## config.mk

```make
export PLATFORM = sky130hd
export DESIGN_NAME = vau_sqrt_cell
export DESIGN_NICKNAME = d
export VERILOG_FILES = /design/src/rtl/core/assert_macros.svh /design/src/rtl/core/vau_pkg.sv /design/src/rtl/core/vau_sqrt_cell.sv
export SDC_FILE = /design/constraint.sdc
export NUM_CORES = 1
export LEC_CHECK = 0
export ABC_AREA = 1
export BUFFER_PORTS_ARGS = -buffer_cell sky130_fd_sc_hd__buf_2
export CORE_MARGIN = 3
export CORE_UTILIZATION = 44
export CTS_BUF_LIST = sky130_fd_sc_hd__clkbuf_4 sky130_fd_sc_hd__clkbuf_8 sky130_fd_sc_hd__clkbuf_16
export DETAILED_ROUTE_END_ITERATION = 6
export GPL_TIMING_DRIVEN = 1
export PLACE_DENSITY_LB_ADDON = 0.08
export SYNTH_ARGS = -nofsm -noshare
export SYNTH_HDL_FRONTEND = slang
export SYNTH_SLANG_ARGS = --single-unit
```

## constraint.sdc

```tcl
create_clock -name aclk -period 3.31 [get_ports aclk]
set_input_delay 0 -clock aclk [delete_from_list [all_inputs] [get_ports aclk]]
set_output_delay 0 -clock aclk [all_outputs]
set_load 0.005 [all_outputs]
```

## src/rtl/core/assert_macros.svh

```systemverilog
// assert_macros.svh: assertion macros used by the vector unit RTL.
// Needs a clock named aclk and an active-low reset named aresetn in scope.
`ifndef ASSERT_MACROS_SVH
`define ASSERT_MACROS_SVH

// Same-cycle implication, checked out of reset
`define VAU_ASSERT_IMP(lbl, ante, cons) \
    lbl: assert property (@(posedge aclk) disable iff (!aresetn) (ante) |-> (cons)) \
        else $error("vector unit assertion failed");

// Next-cycle implication, checked out of reset
`define VAU_ASSERT_NXT(lbl, ante, cons) \
    lbl: assert property (@(posedge aclk) disable iff (!aresetn) (ante) |=> (cons)) \
        else $error("vector unit assertion failed");

`endif

```

## src/rtl/core/vau_pkg.sv

```systemverilog
// vau_pkg: types, codes and pipeline sizes of the 2D vector unit.
// No dependencies; used by every module in rtl/core.
package vau_pkg;

    // Command codes
    localparam logic [2:0] CMD_ADD  = 3'd0;
    localparam logic [2:0] CMD_SUB  = 3'd1;
    localparam logic [2:0] CMD_SCL  = 3'd2;
    localparam logic [2:0] CMD_LEN  = 3'd3;
    localparam logic [2:0] CMD_NORM = 3'd4;

    // Status codes
    localparam logic [1:0] ST_OK   = 2'd0;
    localparam logic [1:0] ST_SAT  = 2'd1;
    localparam logic [1:0] ST_ZERO = 2'd2;

    // Pipeline shape: two front stages, one root bit per cell, one quotient bit per cell
    localparam int SQRT_CELLS = 32;
    localparam int DIV_CELLS  = 17;
    localparam int DEPTH      = 2 + SQRT_CELLS + DIV_CELLS;

    typedef struct packed {
        logic [2:0]         command;
        logic signed [31:0] a_x;
        logic signed [31:0] a_y;
        logic signed [31:0] b_x;
        logic signed [31:0] b_y;
    } in_t;

    typedef struct packed {
        logic signed [31:0] r_x;
        logic signed [31:0] r_y;
        logic [30:0]        magnitude;
        logic [1:0]         status;
    } out_t;

    // Square root cell state
    typedef struct packed {
        logic [63:0] rad;
        logic [35:0] rem;
        logic [31:0] root;
    } sqrt_t;

    // Divider cell state, both lanes share the divisor
    typedef struct packed {
        logic [31:0] den;
        logic [16:0] num_x;
        logic [16:0] num_y;
        logic [32:0] rem_x;
        logic [32:0] rem_y;
        logic [16:0] quo_x;
        logic [16:0] quo_y;
    } div_t;

    // Side data that rides along the pipeline
    typedef struct packed {
        logic [2:0]         cmd;
        logic               neg_x;
        logic               neg_y;
        logic [31:0]        ux;
        logic [31:0]        uy;
        logic signed [31:0] rx;
        logic signed [31:0] ry;
        logic               sat;
    } side_t;

endpackage

```

## src/rtl/core/vau_sqrt_cell.sv

```systemverilog
// vau_sqrt_cell: one restoring square root step, yields one root bit.
// Depends on vau_pkg.
module vau_sqrt_cell (
    input  logic           aclk,
    input  logic           en,
    input  vau_pkg::sqrt_t cell_in,
    output vau_pkg::sqrt_t cell_out
);

    logic [35:0] r2;
    logic [35:0] trial;
    logic        ge;
    vau_pkg::sqrt_t cell_next;

    // Bring down two radicand bits and try the next root bit
    always_comb begin
        r2    = {cell_in.rem[33:0], cell_in.rad[63:62]};
        trial = {2'b00, cell_in.root, 2'b01};
        ge    = (r2 >= trial);
        cell_next.rad  = {cell_in.rad[61:0], 2'b00};
        cell_next.rem  = ge ? (r2 - trial) : r2;
        cell_next.root = {cell_in.root[30:0], ge};
    end

    // Advance when the pipeline moves
    always_ff @(posedge aclk) begin
        if (en) begin
            cell_out <= cell_next;
        end
    end

endmodule

```

-- Word-level counts from Yosys, hierarchy flattened
Index checks and enable logic that the tools add are counted.
- $add $sub $neg: 1
- magnitude comparators: 1
- multiplexer cells: 1
- operator list (operator ; number):
    greater-or-equal comparator 36 x 34 -> 1 bit ; 1
    two-way mux 36 bit ; 1
    subtractor 36 x 34 -> 36 bit ; 1
- flip-flop bits (word level): 130
- bits of input ports: 134
- output and inout port bits: 132
- word-level logic and storage cells: 6

-- Logic depth before layout (Yosys ltp)
- word-level depth: 2
- depth in mapped cells: 16

-- Worst setup path after synthesis
No wires, ideal clock.
- kind: input to register
- from: input port cell_in[29] (netlist name)
- to: register cell_out[55] (netlist name), data pin
- library setup time: 0.253 ns
- data arrival time: 1.386 ns
- required time: 3.057 ns
- slack: 1.671 ns
- stages on the path: 12
- path buffers: 1
- path through: inv_1 ha_1 a21oi_1 and2_1 nor2_1 nor2_1 nand2_1 nor2_2 nand2_8 buf_4 nand3_1 nand2_1
- RTL lines (element ; line ; source):
    from (decl) ; vau_sqrt_cell.sv:6 ; input vau_pkg::sqrt_t cell_in,
    to (signal assigned) ; vau_sqrt_cell.sv:28 ; cell_out <= cell_next;
    to (decl) ; vau_sqrt_cell.sv:7 ; output vau_pkg::sqrt_t cell_out

==> results.sh <==
export IMPL_status="complete, no violations"
export IMPL_grt_first_pass_wirelength_mm=34.1
export IMPL_final_common_cell="nand2_1"
export IMPL_synth_area_mm2=0.00717
export IMPL_clockBufferDepth=2
export IMPL_critPathKind="in2reg"
export IMPL_crit_fanout=37
export IMPL_critPathArrivalTime_ps=2590
export IMPL_cp_slowest_stage_delay_ps=560
export IMPL_final_cell_mix="nand2_1, buf_2, edfxtp_1"
export IMPL_cp_slowest_cell="dlygate4sd3_1"
export IMPL_fp_coreArea_mm2=0.0159
export IMPL_finalCriticalPeriod_ps=2430
export IMPL_seqCellArea_mm2=0.00390
export IMPL_die_y_um=134
export IMPL_cts_tree="done"
export IMPL_hold_path_class="in2reg"
export IMPL_grt_pass1_vias=6576
export IMPL_synth_ff_type="edfxtp_1"
export IMPL_leakagePower_nw=5.28
export IMPL_clock_sinks=130
export IMPL_pre_cts_slack_ps=984
export IMPL_grt_max_degree=69
export IMPL_utilization_pct=66.6
export IMPL_cts_buffers=17
export IMPL_drv_slew=0
export IMPL_reg_top3="cell_out x130"
export IMPL_worstPathCellList="dlygate4sd3_1, buf_2, ha_1, nand2_1, inv_1, nand2_1, nand2_1, a21oi_1, nand3_2, nand3_4, nand2_8, inv_4, a21oi_2"
export IMPL_synth_edf_count=130
export IMPL_fin_setup_tns_ps=0
export IMPL_synthDistinctLibCells=29
export IMPL_finalCritPeriodShare_pct=73.4
export IMPL_synth_cells=826
export IMPL_finalSetupViolCount=0
export IMPL_nets=1398
export IMPL_antenna_found_initial=0
export IMPL_dieArea_mm2=0.0179
export IMPL_hold_viol=0
export IMPL_drive_above_1_share_pct=24.7
export IMPL_maxSlewHeadroom_pct=56.6
export IMPL_cp_endpoint="cell_out[67]"
export IMPL_worst_ep_required_time_ps=3470
export IMPL_crit_start="cell_in[49]"
export IMPL_antenna_cells=0
export IMPL_cp_depth=13
export IMPL_fin_ws_ps=880
export IMPL_crit_family="buffers and inverters"
export IMPL_initial_core_util_pct=45.0
export IMPL_worst_slew_pin_slew_ps=651
export IMPL_ant_nets=0
export IMPL_wire_per_inst_um=14.8
export IMPL_rows=46
export IMPL_gp_congestion=0.902
export IMPL_clock_root_buffer="clkbuf_16"
export IMPL_crit_path_start_kind="input pin"
export IMPL_fill_cells=1341
export IMPL_postCtsSetupBuffers=0
export IMPL_ys_seq_elements=130
export IMPL_io_buffers=261
export IMPL_path_clk_slew_ps=60
export IMPL_power_density_mw_per_mm2=474
export IMPL_drv_cap=0
export IMPL_grt_overflow=0
export IMPL_irDropWorstVdd_mv=0.332
export IMPL_first_pass_iters=5
export IMPL_io_pins=266
export IMPL_syn_to_final_growth_pct=47.9
export IMPL_drc=0
export IMPL_multiInputGateArea_mm2=0.00271
export IMPL_yosysWarnings=0
export IMPL_cp_num_buf_inv=4
export IMPL_fmax_mhz=411
export IMPL_crit_top_cell="nand2_1"
export IMPL_cp_end_kind="flip-flop"
export IMPL_htreeDepth=4
export IMPL_die_w_um=134
export IMPL_largest_reg_flops=130
export IMPL_async_reset_ff_share_pct=0
export IMPL_viasPerCell=4.56
export IMPL_first_iter_violations=340
export IMPL_synth_area_per_cell_um2=8.69
export IMPL_seq_area_frac_synth_pct=54.4
export IMPL_whs_ps=68.8
export IMPL_vias=6654
export IMPL_grt_total_usage_pct=24.2
export IMPL_rsz0062_at_grt="false"
export IMPL_dp_hpwl_mm=15.5
export IMPL_routed_wl_mm=21.6
export IMPL_regMostFlops="cell_out"
==> synth_stat cells, types with 4 or more instances <==
| library cell | count | area (um2) |
|---|---|---|
| nand2_1 | 326 | 1220 |
| edfxtp_1 | 130 | 3900 |
| inv_1 | 129 | 484 |
| nor2_1 | 73 | 274 |
| ha_1 | 34 | 425 |
| nand3_1 | 33 | 165 |
| a21oi_1 | 23 | 115 |
| xor2_1 | 17 | 149 |
| nand3b_1 | 12 | 90.1 |
| nor3_1 | 10 | 50.1 |
| o21ai_0 | 6 | 30.0 |
| buf_4 | 5 | 37.5 |
| nor2_2 | 4 | 25.0 |
==> routing by layer <==
| metal | track usage, % | vias up | part of all wire (%) |
|---|---|---|---|
| met5 | 0 | - | 0 |
| met4 | 6.46 | 0 | 1.7 |
| met3 | 5.82 | 28 | 6.2 |
| met2 | 41.3 | 222 | 48 |
| met1 | 31.1 | 2961 | 44 |
| li1 | - | 3443 | - |
==> power by group <==
part           switching, W  internal (W)  total [W]
combinational      0.000564      0.000451    0.00102
clock              0.000758       0.00121    0.00197
sequential        0.0000372       0.00201    0.00205
==> layout make-up <==
cell class	instances	share of cell area, %
clock buffer	18	4.08
clock inverter	14	1.71
inverter	131	4.66
multi-input combinational	558	25.5
sequential	130	36.8
tap	216	2.55
timing repair buffer	392	24.7
==> worst min path at each step <==
stage,endpoint,start,cells after the start
2_1_floorplan,cell_out[100],cell_in[98],0
3_3_place_gp,cell_out[129],cell_in[127],1
3_5_place_dp,cell_out[87],cell_in[85],1
4_1_cts,cell_out[30],en,1
5_1_grt,cell_out[29],en,1
6_report,cell_out[62],en,1
==> per-stage QoR <==
stage | power, W | instances | instance area (um2)
detailed placement | 0.00296 | 1298 | 8700
CTS | 0.00506 | 1459 | 10600
finish | 0.00503 | 1459 | 10600
global placement | 0.00296 | 1298 | 8700
global route | 0.00527 | 1459 | 10600
floorplan | 0.00257 | 827 | 7180
==> cell families after synthesis <==
group                    count (synthesis)  share of synthesized area, %
AND/OR/NAND/NOR                        467                          26.7
buffers and inverters                  139                          7.88
flip-flops                             130                          54.4
AO/OA/AOI/OAI                           37                          2.86
adder cells (fa/ha/maj)                 34                          5.93
XOR/XNOR                                18                          2.20
other                                    1                        0.0523
==> what timing repair did <==
item,4_1_cts,5_1_grt
hold buffers,129,0
resized for setup,0,0
endpoints found under the setup margin,0,0
hold endpoints to repair,129,0
Note: power is estimated with default switching activity, not from simulation.
