## config.mk

```make
export PLATFORM = sky130hd
export DESIGN_NAME = vau_div_cell
export DESIGN_NICKNAME = d
export VERILOG_FILES = /design/src/rtl/core/assert_macros.svh /design/src/rtl/core/vau_pkg.sv /design/src/rtl/core/vau_div_cell.sv
export SDC_FILE = /design/constraint.sdc
export NUM_CORES = 1
export LEC_CHECK = 0
export BUFFER_PORTS_ARGS = -buffer_cell sky130_fd_sc_hd__buf_2
export CAP_MARGIN = 0
export CELL_PAD_IN_SITES_DETAIL_PLACEMENT = 1
export CELL_PAD_IN_SITES_GLOBAL_PLACEMENT = 2
export CORE_ASPECT_RATIO = 1.2
export CORE_MARGIN = 2
export CORE_UTILIZATION = 30
export CTS_CLUSTER_DIAMETER = 80
export CTS_CLUSTER_SIZE = 12
export DETAILED_ROUTE_END_ITERATION = 8
export PLACE_DENSITY = 0.82
export SYNTH_ARGS = -nofsm -noshare
export SYNTH_HDL_FRONTEND = slang
export SYNTH_SLANG_ARGS = --single-unit
```

## constraint.sdc

```tcl
create_clock -name aclk -period 3.3 [get_ports aclk]
set_input_delay 0.165 -clock aclk [delete_from_list [all_inputs] [get_ports aclk]]
set_output_delay 0.165 -clock aclk [all_outputs]
set_load 0.01 [all_outputs]
```

## src/rtl/core/assert_macros.svh

```systemverilog
// assert_macros.svh: assertion macros used by the vector unit RTL.
// Needs a clock named aclk and an active-low reset named aresetn in scope.
`ifndef ASSERT_MACROS_SVH
`define ASSERT_MACROS_SVH

// Same-cycle implication, checked out of reset
`define VAU_ASSERT_IMP(lbl, ante, cons) \
    lbl: assert property (@(posedge aclk) disable iff (!aresetn) (ante) |-> (cons)) \
        else $error("vector unit assertion failed");

// Next-cycle implication, checked out of reset
`define VAU_ASSERT_NXT(lbl, ante, cons) \
    lbl: assert property (@(posedge aclk) disable iff (!aresetn) (ante) |=> (cons)) \
        else $error("vector unit assertion failed");

`endif

```

## src/rtl/core/vau_pkg.sv

```systemverilog
// vau_pkg: types, codes and pipeline sizes of the 2D vector unit.
// No dependencies; used by every module in rtl/core.
package vau_pkg;

    // Command codes
    localparam logic [2:0] CMD_ADD  = 3'd0;
    localparam logic [2:0] CMD_SUB  = 3'd1;
    localparam logic [2:0] CMD_SCL  = 3'd2;
    localparam logic [2:0] CMD_LEN  = 3'd3;
    localparam logic [2:0] CMD_NORM = 3'd4;

    // Status codes
    localparam logic [1:0] ST_OK   = 2'd0;
    localparam logic [1:0] ST_SAT  = 2'd1;
    localparam logic [1:0] ST_ZERO = 2'd2;

    // Pipeline shape: two front stages, one root bit per cell, one quotient bit per cell
    localparam int SQRT_CELLS = 32;
    localparam int DIV_CELLS  = 17;
    localparam int DEPTH      = 2 + SQRT_CELLS + DIV_CELLS;

    typedef struct packed {
        logic [2:0]         command;
        logic signed [31:0] a_x;
        logic signed [31:0] a_y;
        logic signed [31:0] b_x;
        logic signed [31:0] b_y;
    } in_t;

    typedef struct packed {
        logic signed [31:0] r_x;
        logic signed [31:0] r_y;
        logic [30:0]        magnitude;
        logic [1:0]         status;
    } out_t;

    // Square root cell state
    typedef struct packed {
        logic [63:0] rad;
        logic [35:0] rem;
        logic [31:0] root;
    } sqrt_t;

    // Divider cell state, both lanes share the divisor
    typedef struct packed {
        logic [31:0] den;
        logic [16:0] num_x;
        logic [16:0] num_y;
        logic [32:0] rem_x;
        logic [32:0] rem_y;
        logic [16:0] quo_x;
        logic [16:0] quo_y;
    } div_t;

    // Side data that rides along the pipeline
    typedef struct packed {
        logic [2:0]         cmd;
        logic               neg_x;
        logic               neg_y;
        logic [31:0]        ux;
        logic [31:0]        uy;
        logic signed [31:0] rx;
        logic signed [31:0] ry;
        logic               sat;
    } side_t;

endpackage

```

## src/rtl/core/vau_div_cell.sv

```systemverilog
// vau_div_cell: one restoring division step for both lanes, one quotient bit each.
// Depends on vau_pkg.
module vau_div_cell (
    input  logic          aclk,
    input  logic          en,
    input  vau_pkg::div_t cell_in,
    output vau_pkg::div_t cell_out
);

    logic [32:0] rx;
    logic [32:0] ry;
    logic [32:0] dd;
    logic        gx;
    logic        gy;
    vau_pkg::div_t cell_next;

    // Shift in the next numerator bit and subtract the divisor where it fits
    always_comb begin
        dd = {1'b0, cell_in.den};
        rx = {cell_in.rem_x[31:0], cell_in.num_x[16]};
        ry = {cell_in.rem_y[31:0], cell_in.num_y[16]};
        gx = (rx >= dd);
        gy = (ry >= dd);
        cell_next.den   = cell_in.den;
        cell_next.num_x = {cell_in.num_x[15:0], 1'b0};
        cell_next.num_y = {cell_in.num_y[15:0], 1'b0};
        cell_next.rem_x = gx ? (rx - dd) : rx;
        cell_next.rem_y = gy ? (ry - dd) : ry;
        cell_next.quo_x = {cell_in.quo_x[15:0], gx};
        cell_next.quo_y = {cell_in.quo_y[15:0], gy};
    end

    // Advance when the pipeline moves
    always_ff @(posedge aclk) begin
        if (en) begin
            cell_out <= cell_next;
        end
    end

endmodule

```

Word level (Yosys, flattened, before mapping)
Index checks and enable logic that the tools add are counted.
{ "word_totals": {"regBits": 164, "in_bits": 168, "output_inout_bits": 166, "elab_cells": 13} }
{ "classes": {"n_addsub": 2, "magnitude_cmp": 2, "mux": 2} }
{ "ops": {"columns": ["operator", "n"], "rows": [
  ["33-bit by 32-bit >= comparator with 1-bit output", 2],
  ["33-bit 2-to-1 mux", 2],
  ["33-bit by 32-bit subtractor with 33-bit output", 2]
]} }

Logic depth before layout (Yosys ltp)
Gate-level depths: netlist (run 1).
{ "logic_depth": {"ltp_word": 2, "ltp_mapped": 13, "ltp_nobuf": 12} }

Worst setup path before layout (run 1)
No wires, ideal clock.
{ "synth_timing": {"path_kind": "input -> register", "start": "input port cell_in[133] (netlist name)", "end": "register cell_out[99] (netlist name) (data pin)", "setup_time_ns": 0.260, "t_arrival_ns": 2.472, "t_required_ns": 3.040, "slack_ns": 0.568, "stages": 12, "n_path_buf": 0, "path_cell_list": "inv_1 > ha_1 > fa_1 > nand2b_1 > a21oi_1 > o2111ai_1 > a21oi_1 > a211oi_2 > o221ai_1 > o22ai_1 > o31ai_1 > mux2_2"} }
{ "synth_rtl": {"columns": ["element", "line", "rtl"], "rows": [
  ["start: declaration", "vau_div_cell.sv:6", "input vau_pkg::div_t cell_in,"],
  ["end signal: assignment", "vau_div_cell.sv:36", "cell_out <= cell_next;"],
  ["end: declaration", "vau_div_cell.sv:7", "output vau_pkg::div_t cell_out"]
]} }

==> results of run 1 <==
## metrics by stage
step	power (uW)	instance area, um^2	hold slack [ns]	setup slack (ns)
after floorplan	3550	9230	0.264	0.568
after global placement	4200	11500	0.342	0.114
after detailed placement	4220	11500	0.343	0.0537
after CTS	6340	13000	0.0196	0.0768
after global routing	6580	13100	0.0318	-0.0000815
final	6250	13100	0.0358	0.119
## layer usage
layer | wire (um) | up-vias | GRT usage (%)
met3 | 1560 | 17 | 3.53
li1 | - | 3981 | -
met4 | 369 | 2 | 5.43
met2 | 16600 | 192 | 35.4
met1 | 12500 | 3853 | 21.5
met5 | 13 | - | 0
## cells by family (layout without fill, tap and decap cells)
group	Yosys count	in the layout	share of synthesized area, %
adder cells (fa/ha/maj)	66	66	9.12
other	1	7	0.0407
AND/OR/NAND/NOR	207	207	10.3
flip-flops	164	164	53.4
multiplexers	12	12	1.44
AO/OA/AOI/OAI	250	250	17.1
buffers and inverters	82	534	3.55
XOR/XNOR	53	53	5.03
## worst max-delay path by stage
stage | start | to | slack, ns | cells past startpoint
global route | cell_in[139] | cell_out[99]$_DFFE_PP_ | -0.00008 | 13
detailed placement | cell_in[133] | cell_out[99]$_DFFE_PP_ | 0.05 | 13
global placement | cell_in[133] | cell_out[99]$_DFFE_PP_ | 0.11 | 13
finish | cell_in[136] | cell_out[65]$_DFFE_PP_ | 0.12 | 13
CTS | cell_in[146] | cell_out[98]$_DFFE_PP_ | 0.08 | 14
floorplan | cell_in[133] | cell_out[99]$_DFFE_PP_ | 0.57 | 12
## layout by cell type, fill, tap and decap left out, drive strengths merged, types with 7 or more instances in the layout
cell and instances:
inv 58, a21o 30, o21bai 10, a31oi 9
nor2b 8, o21ai 58, a21oi 88, edfxtp 164
and3 7, ha 64, nor2 61, nand3 17
clkbuf 17, mux2 10, o211ai 7, nand4 14
dlygate4sd3 94, xnor2 29, buf 359, xor2 24
o21a 8, nand2b 14, nor3 11, nand2 66
## power groups by stage
| stage | sequential, uW | combinational (uW) | clock, uW |
|---|---|---|---|
| after floorplan | 2820 | 730 | 0 |
| after global placement | 2680 | 1510 | 0 |
| after detailed placement | 2690 | 1530 | 0 |
| after CTS | 2650 | 1630 | 2060 |
| after global routing | 2670 | 1790 | 2120 |
| final | 2650 | 1620 | 1990 |
## worst max-delay path, stage by stage
cell and delay [ns]:
dlygate4sd3_1 0.53, buf_2 0.14, inv_2 0.09, ha_2 0.31, o21a_1 0.18, o31a_1 0.15, o41a_1 0.38, a311o_1 0.39
a21o_1 0.25, a21oi_4 0.21, o31ai_1 0.13, xor2_1 0.15, mux2_2 0.27
## layout make-up
cell class / count / area [um^2] / area share, %
Sequential cell: 164 / 4920 / 37.7
Multi-Input combinational cell: 590 / 4000 / 30.6
Timing Repair Buffer: 453 / 2870 / 22.0
Tap cell: 396 / 495 / 3.79
Clock buffer: 17 / 425 / 3.25
Inverter: 49 / 184 / 1.41
Clock inverter: 15 / 156 / 1.20
Antenna cell: 5 / 12.5 / 0.0957
## what timing repair did
item | 4_1_cts | 5_1_grt
gates resized for setup | 0 | 8
buffers inserted | 0 | 1
setup endpoints to repair | 0 | 21
hold buffers | 94 | 0
endpoints found under the hold margin | 94 | 0
==> impl_metrics.toml, run 1 <==
[drt]
routedWlPerCell_um = 18.4
drc = 0
drt_wl_total_um = 31000
num_vias = 8045
dr.pass1.iters = 5
drtIter0Drc = 346
viasPerCell = 4.76
antenna_left = 0

[logic_synthesis]
synth_top_area_share_pct = 53.4
netlist_top_cells_area = "edfxtp_1 53%, ha_1 8.7%, a21oi_1 4.6%"
syn_area_um2 = 9220
yosysTopAreaCell = "edfxtp_1"
synth_most_common_cell = "edfxtp_1"
postSynthAreaPerCell_um2 = 11.0
synthTopCellsByCount = "164 x edfxtp_1, 85 x a21oi_1, 66 x nand2_1"
yosys.cell_types.count = 62
synth_edf_count = 164
synthCells = 835
ys_warn_count = 0
ys_seq_area_share_pct = 53.4
synth_ff_type = "edfxtp_1"
ys_seq_elements = 164
synthArstFlopShare_pct = 0

[sta]
maxSlewHeadroom_pct = 65.6
fmaxAchievable_mhz = 314
tns_ns = 0
finalMaxSlewViolations = 0
finalCritPeriodShare_pct = 96.4
fin_crit_ns = 3.18
setup-violations-final = 0
hold_viol_final = 0
worstMarginPinSlew_ns = 0.512

[grt]
grt_max_degree = 65
antenna_found_initial = 5
groute.usage.overall_pct = 18.9
grt_pass1_wl_um = 46400
grt_pass1_vias = 8593
overflow = 0

[power_and_ir_drop]
seq_power_share_pct = 42.3
p_switching_uw = 1940
combPwrFrac_pct = 25.9
p_leak_uw = 0.00575
ir_drop_mv = 0.257
switching_share_pct = 31.0
p_int_uw = 4320
p_clk_share_pct = 31.8
power_density_nw_per_um2 = 478

[worst_hold_path]
hold_start = "cell_in[135]"
hold_depth = 1
min_to = "cell_out[135]$_DFFE_PP_"
hp-class = "in -> reg"

[critical_path]
startpoint_type = "input pin"
critPathRequiredTime_ns = 3.48
crit_arrival_ns = 3.36
critPathKind = "in -> reg"
cp-end-kind = "flop"
path_max_fanout = 5

[die]
coreArea_um2 = 30400
die_h_um = 196
ios = 334
start_util_pct = 30.3
die_area_um2 = 32200
die_w_um = 164
num_rows = 70

[layout]
area_growth_pct = 41.8
drive_gt1_share_pct = 32.2
nets = 1509
regMostFlops = "cell_out"
instances_no_fill = 1689
fin_util_pct = 43.0
largest_register_ffs = 164
fillers = 3447
reg_top3 = "cell_out x164"

[run]
cap_violations = 0

[placement]
io_buffers = 327
placed_cells = 1557
place_congestion = 0.820
hpwl_um = 24200

[clock_tree]
cts_buffers = 17
clk_transition_reported_paths_ns = 0.08
clkSinkCount = 164
root_buffer = "clkbuf_16"
cts_buffer_depth = 2
cts_tree = "yes"
htreeDepth = 4

[run_status]
outcome = "finished clean"
Note: power is estimated with default switching activity, not from simulation.
==> inputs of run 2 (changes only) <==
- PLACE_DENSITY: 0.82 -> default
- PLACE_DENSITY_LB_ADDON: default -> 0.15
==> run 2 against run 1 <==
  * Clock power increased by 4%
  * Fmax down 0.47%
  * Sequential power barely moved
  * Routed wire length rose by 5.0%
  * Flip-flop and latch count did not move
  * First-iteration DRC count fell by 5.2%
  * Power is 1.3% higher
  * Global-route usage up 1.2 points
  * Count of clock-buffer cells in the layout is the same
  * Non-clock buffer count did not move
  * Utilization about the same
  * Sequential share of layout area is essentially flat
==> impl_metrics.toml, run 2 (same netlist as run 1, synthesis figures left out) <==
[die]
coreArea_um2 = 30400
die_h_um = 196
num_rows = 70
die_w_um = 164
die_area_um2 = 32200
start_util_pct = 30.3
ios = 334

[layout]
nets = 1509
multiInputGateArea_um2 = 4000
area_growth_pct = 41.8
largest_register_ffs = 164
reg_top3 = "cell_out x164"
layout_common_cells = "326 x buf_2, 164 x edfxtp_1, 94 x dlygate4sd3_1"
final_common_cell = "buf_2"
regMostFlops = "cell_out"
drive_gt1_share_pct = 32.3
seq_area_um2 = 4920
fillers = 3424

[clock_tree]
clkSinkCount = 164
cts_buffer_depth = 2
root_buffer = "clkbuf_16"
clk_transition_reported_paths_ns = 0.08
cts_setup_buffers = 0
htreeDepth = 4
cts_tree = "yes"
cts_buffers = 17

[drt]
routedWlPerCell_um = 19.3
drt_wl_total_um = 32600
drc = 0
num_vias = 8040
antenna_left = 0
drtIter0Drc = 328
viasPerCell = 4.77
dr.pass1.iters = 4

[sta]
setup-violations-final = 0
maxSlewHeadroom_pct = 59.7
worstMarginPinSlew_ns = 0.604
fmaxAchievable_mhz = 313
fin_crit_ns = 3.20
hold_viol_final = 0
timing.final.ws_setup_ns = 0.104
finalMaxSlewViolations = 0
finalCritPeriodShare_pct = 96.8
rsz0062_at_grt = "true"

[power_and_ir_drop]
totalPowerFinal_uw = 6340
p_leak_uw = 0.00574
power_density_nw_per_um2 = 484
ir_drop_mv = 0.264

[critical_path]
cp-end-kind = "flop"
path_max_fanout = 5
critPathKind = "in -> reg"
crit_arrival_ns = 3.38
cp_slowest_cell = "dlygate4sd3_1"
crit_chain = "dlygate4sd3_1 -> buf_2 -> inv_1 -> ha_1 -> o21a_1 -> o31a_1 -> o41a_1 -> a311o_1 -> a21o_1 -> a21oi_4 -> o31ai_1 -> xor2_1 -> mux2_2"
startpoint_type = "input pin"
critPathRequiredTime_ns = 3.49
cpPeakStageDelay_ns = 0.53

[worst_hold_path]
hp-class = "in -> reg"

[grt]
antenna_found_initial = 4
groute.usage.overall_pct = 20.0
grt_max_degree = 82
grt_pass1_wl_um = 48800
grt_pass1_vias = 8527
overflow = 0

[run_status]
outcome = "finished clean"

[placement]
place_congestion = 0.827
pre_cts_slack_ns = 0.0194
hpwl_um = 25600
io_buffers = 327

[run]
cap_violations = 0
-- run 2: cell types whose count changed in the layout (fill, tap and decap cells not counted), moves of 2 or more --
| cell | previous run | this run |
|---|---|---|
| diode_2 | 5 | 1 |
| clkinvlp_4 | 0 | 2 |
| inv_8 | 6 | 2 |
| clkinv_8 | 2 | 4 |
-- run 2: path summary, 6_finish.rpt --
check	cells after the start	end	from	slack (ns)
hold / removal	3	cell_out[72]$_DFFE_PP_	cell_in[71]	0.03
setup / recovery	13	cell_out[65]$_DFFE_PP_	cell_in[136]	0.10
-- run 2: report_power, final --
part	switching [uW]	leakage [uW]	internal (uW)
combinational	919	0.00384	719
sequential	59.8	0.00161	2580
clock	972	0.000290	1090
total	1950	0.00574	4390
-- run 2: worst max-delay path, delay by kind of cell --
family	cells	cell delay, ns
buf+inv	3	0.79
compound gates	7	1.71
xor+xnor	1	0.15
fa+ha+maj	1	0.31
mux	1	0.27
-- run 2: per-stage QoR --
step | cell area [um^2] | std cells | hold WS (ns) | util (%) | TNS (ns)
after CTS | 13100 | 1684 | 0.00880 | 42.9 | 0
final | 13100 | 1685 | 0.0275 | 43.0 | 0
after global placement | 11500 | 1558 | 0.341 | 37.8 | 0
after detailed placement | 11500 | 1558 | 0.343 | 37.8 | 0
after global routing | 13100 | 1685 | 0.0271 | 43.0 | -0.0207
after floorplan | 9230 | 836 | 0.264 | - | 0
-- run 2: final cells by class --
cell class / count / share of cell area [%]
antenna: 1 / 0.0191
clock buffer: 17 / 3.25
inverter: 49 / 1.41
sequential: 164 / 37.6
clock inverter: 15 / 1.42
timing repair buffer: 453 / 21.9
tap: 396 / 3.79
multi-input combinational: 590 / 30.6
-- run 2: repair_timing --
action                     CTS  global route
gates resized for setup      0             8
hold buffers                94             0
hold endpoints to repair    94             0
setup endpoints to repair    0            21
-- run 2: routing by layer --
layer  up-vias  GRT usage (%)  share of wire (%)  wire, um
met3        29           4.40                5.5      1780
met5         -              0               0.11        35
met4         6           5.46                1.8       570
li1       3979              -                  -         -
met1      3795           23.3                 41     13300
met2       231           36.7                 52     16800
==> inputs of run 3 (changes only) <==
- BUFFER_PORTS_ARGS: -buffer_cell sky130_fd_sc_hd__buf_2 -> -buffer_cell sky130_fd_sc_hd__buf_4
==> run 3 against run 2 <==
  * Final area grew 6.6%
  * Flip-flop and latch count is the same
  * Power grew 2.3%
  * Hold slack lost 0.0059 ns
  * Critical path depth is the same
  * Sequential power is essentially flat
  * Clock power shrank 3%
  * Critical endpoint unchanged
  * Global-route usage grew 0.70 points
  * Combinational power grew 12%
==> impl_metrics.toml, run 3 (same netlist as run 1, synthesis figures left out) <==
[clock_tree]
cts_buffers = 17
clk_transition_reported_paths_ns = 0.08
cts_buffer_depth = 2
htreeDepth = 4
cts_tree = "yes"
clkSinkCount = 164
root_buffer = "clkbuf_16"

[die]
coreArea_um2 = 30400
num_rows = 70
die_area_um2 = 32200
start_util_pct = 30.3
ios = 334
die_h_um = 196
die_w_um = 164

[grt]
overflow = 0
groute.usage.overall_pct = 20.7
grt_max_degree = 72
grt_pass1_wl_um = 50300
grt_pass1_vias = 8615
antenna_found_initial = 2

[power_and_ir_drop]
p_clk_share_pct = 30.8
combPwrFrac_pct = 28.2
p_int_uw = 4490
seq_power_share_pct = 41.0
power_density_nw_per_um2 = 465
switching_share_pct = 30.7
p_leak_uw = 0.00606
p_switching_uw = 1990
ir_drop_mv = 0.254

[sta]
maxSlewHeadroom_pct = 52.2
worstMarginPinSlew_ns = 0.717
holdWs_ns = 0.0216
rsz0062_at_grt = "false"
fin_crit_ns = 3.21
hold_viol_final = 0
tns_ns = 0
finalMaxSlewViolations = 0
setup-violations-final = 0
finalCritPeriodShare_pct = 97.4
fmaxAchievable_mhz = 311

[drt]
dr.pass1.iters = 4
routedWlPerCell_um = 20.3
drtIter0Drc = 359
drt_wl_total_um = 34200
drc = 0
viasPerCell = 4.83
num_vias = 8161
antenna_left = 0

[critical_path]
startpoint_type = "input pin"
crit_family = "compound AO/OA/AOI/OAI gates"
cp-end-kind = "flop"
crit_chain = "dlygate4sd3_1 -> buf_4 -> inv_1 -> ha_1 -> nor2b_1 -> o31a_1 -> o41a_1 -> a311o_1 -> a21o_1 -> a21oi_4 -> o31ai_1 -> xor2_1 -> mux2_2"
critPathRequiredTime_ns = 3.48
endpoint = "cell_out[65]$_DFFE_PP_"
path_max_fanout = 4
worstSetupPathDepth = 13
critPathKind = "in -> reg"
cpPeakStageDelay_ns = 0.54
path_buf_inv = 3
crit_arrival_ns = 3.40
crit_start = "cell_in[135]"
cp_slowest_cell = "dlygate4sd3_1"

[run]
cap_violations = 0

[layout]
final_area_um2 = 14000
reg_top3 = "cell_out x164"
instances_no_fill = 1690
multiInputGateArea_um2 = 3990
seq_area_um2 = 4920
regMostFlops = "cell_out"
area_growth_pct = 51.3
nets = 1514
fillers = 3316
largest_register_ffs = 164
layout_common_cells = "352 x buf_4, 164 x edfxtp_1, 100 x dlygate4sd3_1"
final_common_cell = "buf_4"
drive_gt1_share_pct = 31.9

[placement]
hpwl_um = 25800
placed_cells = 1552
place_congestion = 0.841
placed_area_um2 = 12300
io_buffers = 327

[worst_hold_path]
hp-class = "in -> reg"

[run_status]
outcome = "finished clean"
[run 3: cell types whose count changed in the layout (fill, tap and decap cells not counted), moves of 2 or more]
cell	change
o21ai_0	-3
buf_2	-326
clkinvlp_4	-2
ha_1	+2
buf_4	+323
o21ai_1	+3
dlygate4sd3_1	+6
ha_2	-2
clkinv_4	+2
[run 3: stage by stage]
step	power (uW)	utilization, %	setup slack (ns)
after floorplan	3550	-	0.568
after global placement	4400	40.4	0.128
after detailed placement	4420	40.4	0.0608
after CTS	6550	45.6	0.0318
after global routing	6810	45.9	0.00375
final	6490	45.9	0.0869
[run 3: cell type report]
class	count	area share (%)
well taps	396	3.55
clock inverters	15	1.18
inverters	49	1.32
diodes	1	0.0179
repair buffers	458	27.0
clock buffers	17	3.05
multi-input cells	590	28.6
flip-flops and latches	164	35.3
[run 3: layer usage]
layer / wire [um] / vias to the layer above / global-route usage (%) / share of wire (%)
met5: 17 / - / 0 / 0.050
met4: 599 / 2 / 6.30 / 1.8
met3: 2030 / 29 / 4.52 / 5.9
met2: 17900 / 248 / 38.1 / 52
met1: 13700 / 3888 / 23.8 / 40
li1: - / 3994 / - / -
[run 3: worst min-delay path, delay by kind of cell]
kind | cells | cell delay [ns]
AO/OA/AOI/OAI | 1 | 0.06
buffers and inverters | 1 | 0.09
AND/OR/NAND/NOR | 1 | 0.04
[run 3: power by group through the flow]
stage | logic (uW) | registers, uW | clock network [uW]
2_1_floorplan | 730 | 2820 | 0
3_3_place_gp | 1710 | 2690 | 0
3_5_place_dp | 1720 | 2700 | 0
4_1_cts | 1830 | 2660 | 2060
5_1_grt | 2000 | 2680 | 2130
6_report | 1830 | 2660 | 2000
[run 3: how the worst min path moves through the flow]
| stage | endpoint | slack [ns] | start | cells after the start |
|---|---|---|---|---|
| 6_report | cell_out[72]$_DFFE_PP_ | 0.02 | cell_in[71] | 3 |
| 5_1_grt | cell_out[72]$_DFFE_PP_ | 0.01 | cell_in[71] | 3 |
| 4_1_cts | cell_out[70]$_DFFE_PP_ | 0.0002 | cell_in[69] | 3 |
| 3_5_place_dp | cell_out[13]$_DFFE_PP_ | 0.34 | cell_in[12] | 1 |
| 3_3_place_gp | cell_out[14]$_DFFE_PP_ | 0.34 | cell_in[13] | 1 |
| 2_1_floorplan | cell_out[101]$_DFFE_PP_ | 0.26 | cell_in[100] | 0 |
[run 3: repair_timing]
item / CTS / global route
endpoints found under the setup margin: 0 / 21
gates resized for setup: 0 / 9
hold buffers: 100 / 0
endpoints found under the hold margin: 100 / 0
buffers inserted: 0 / 4
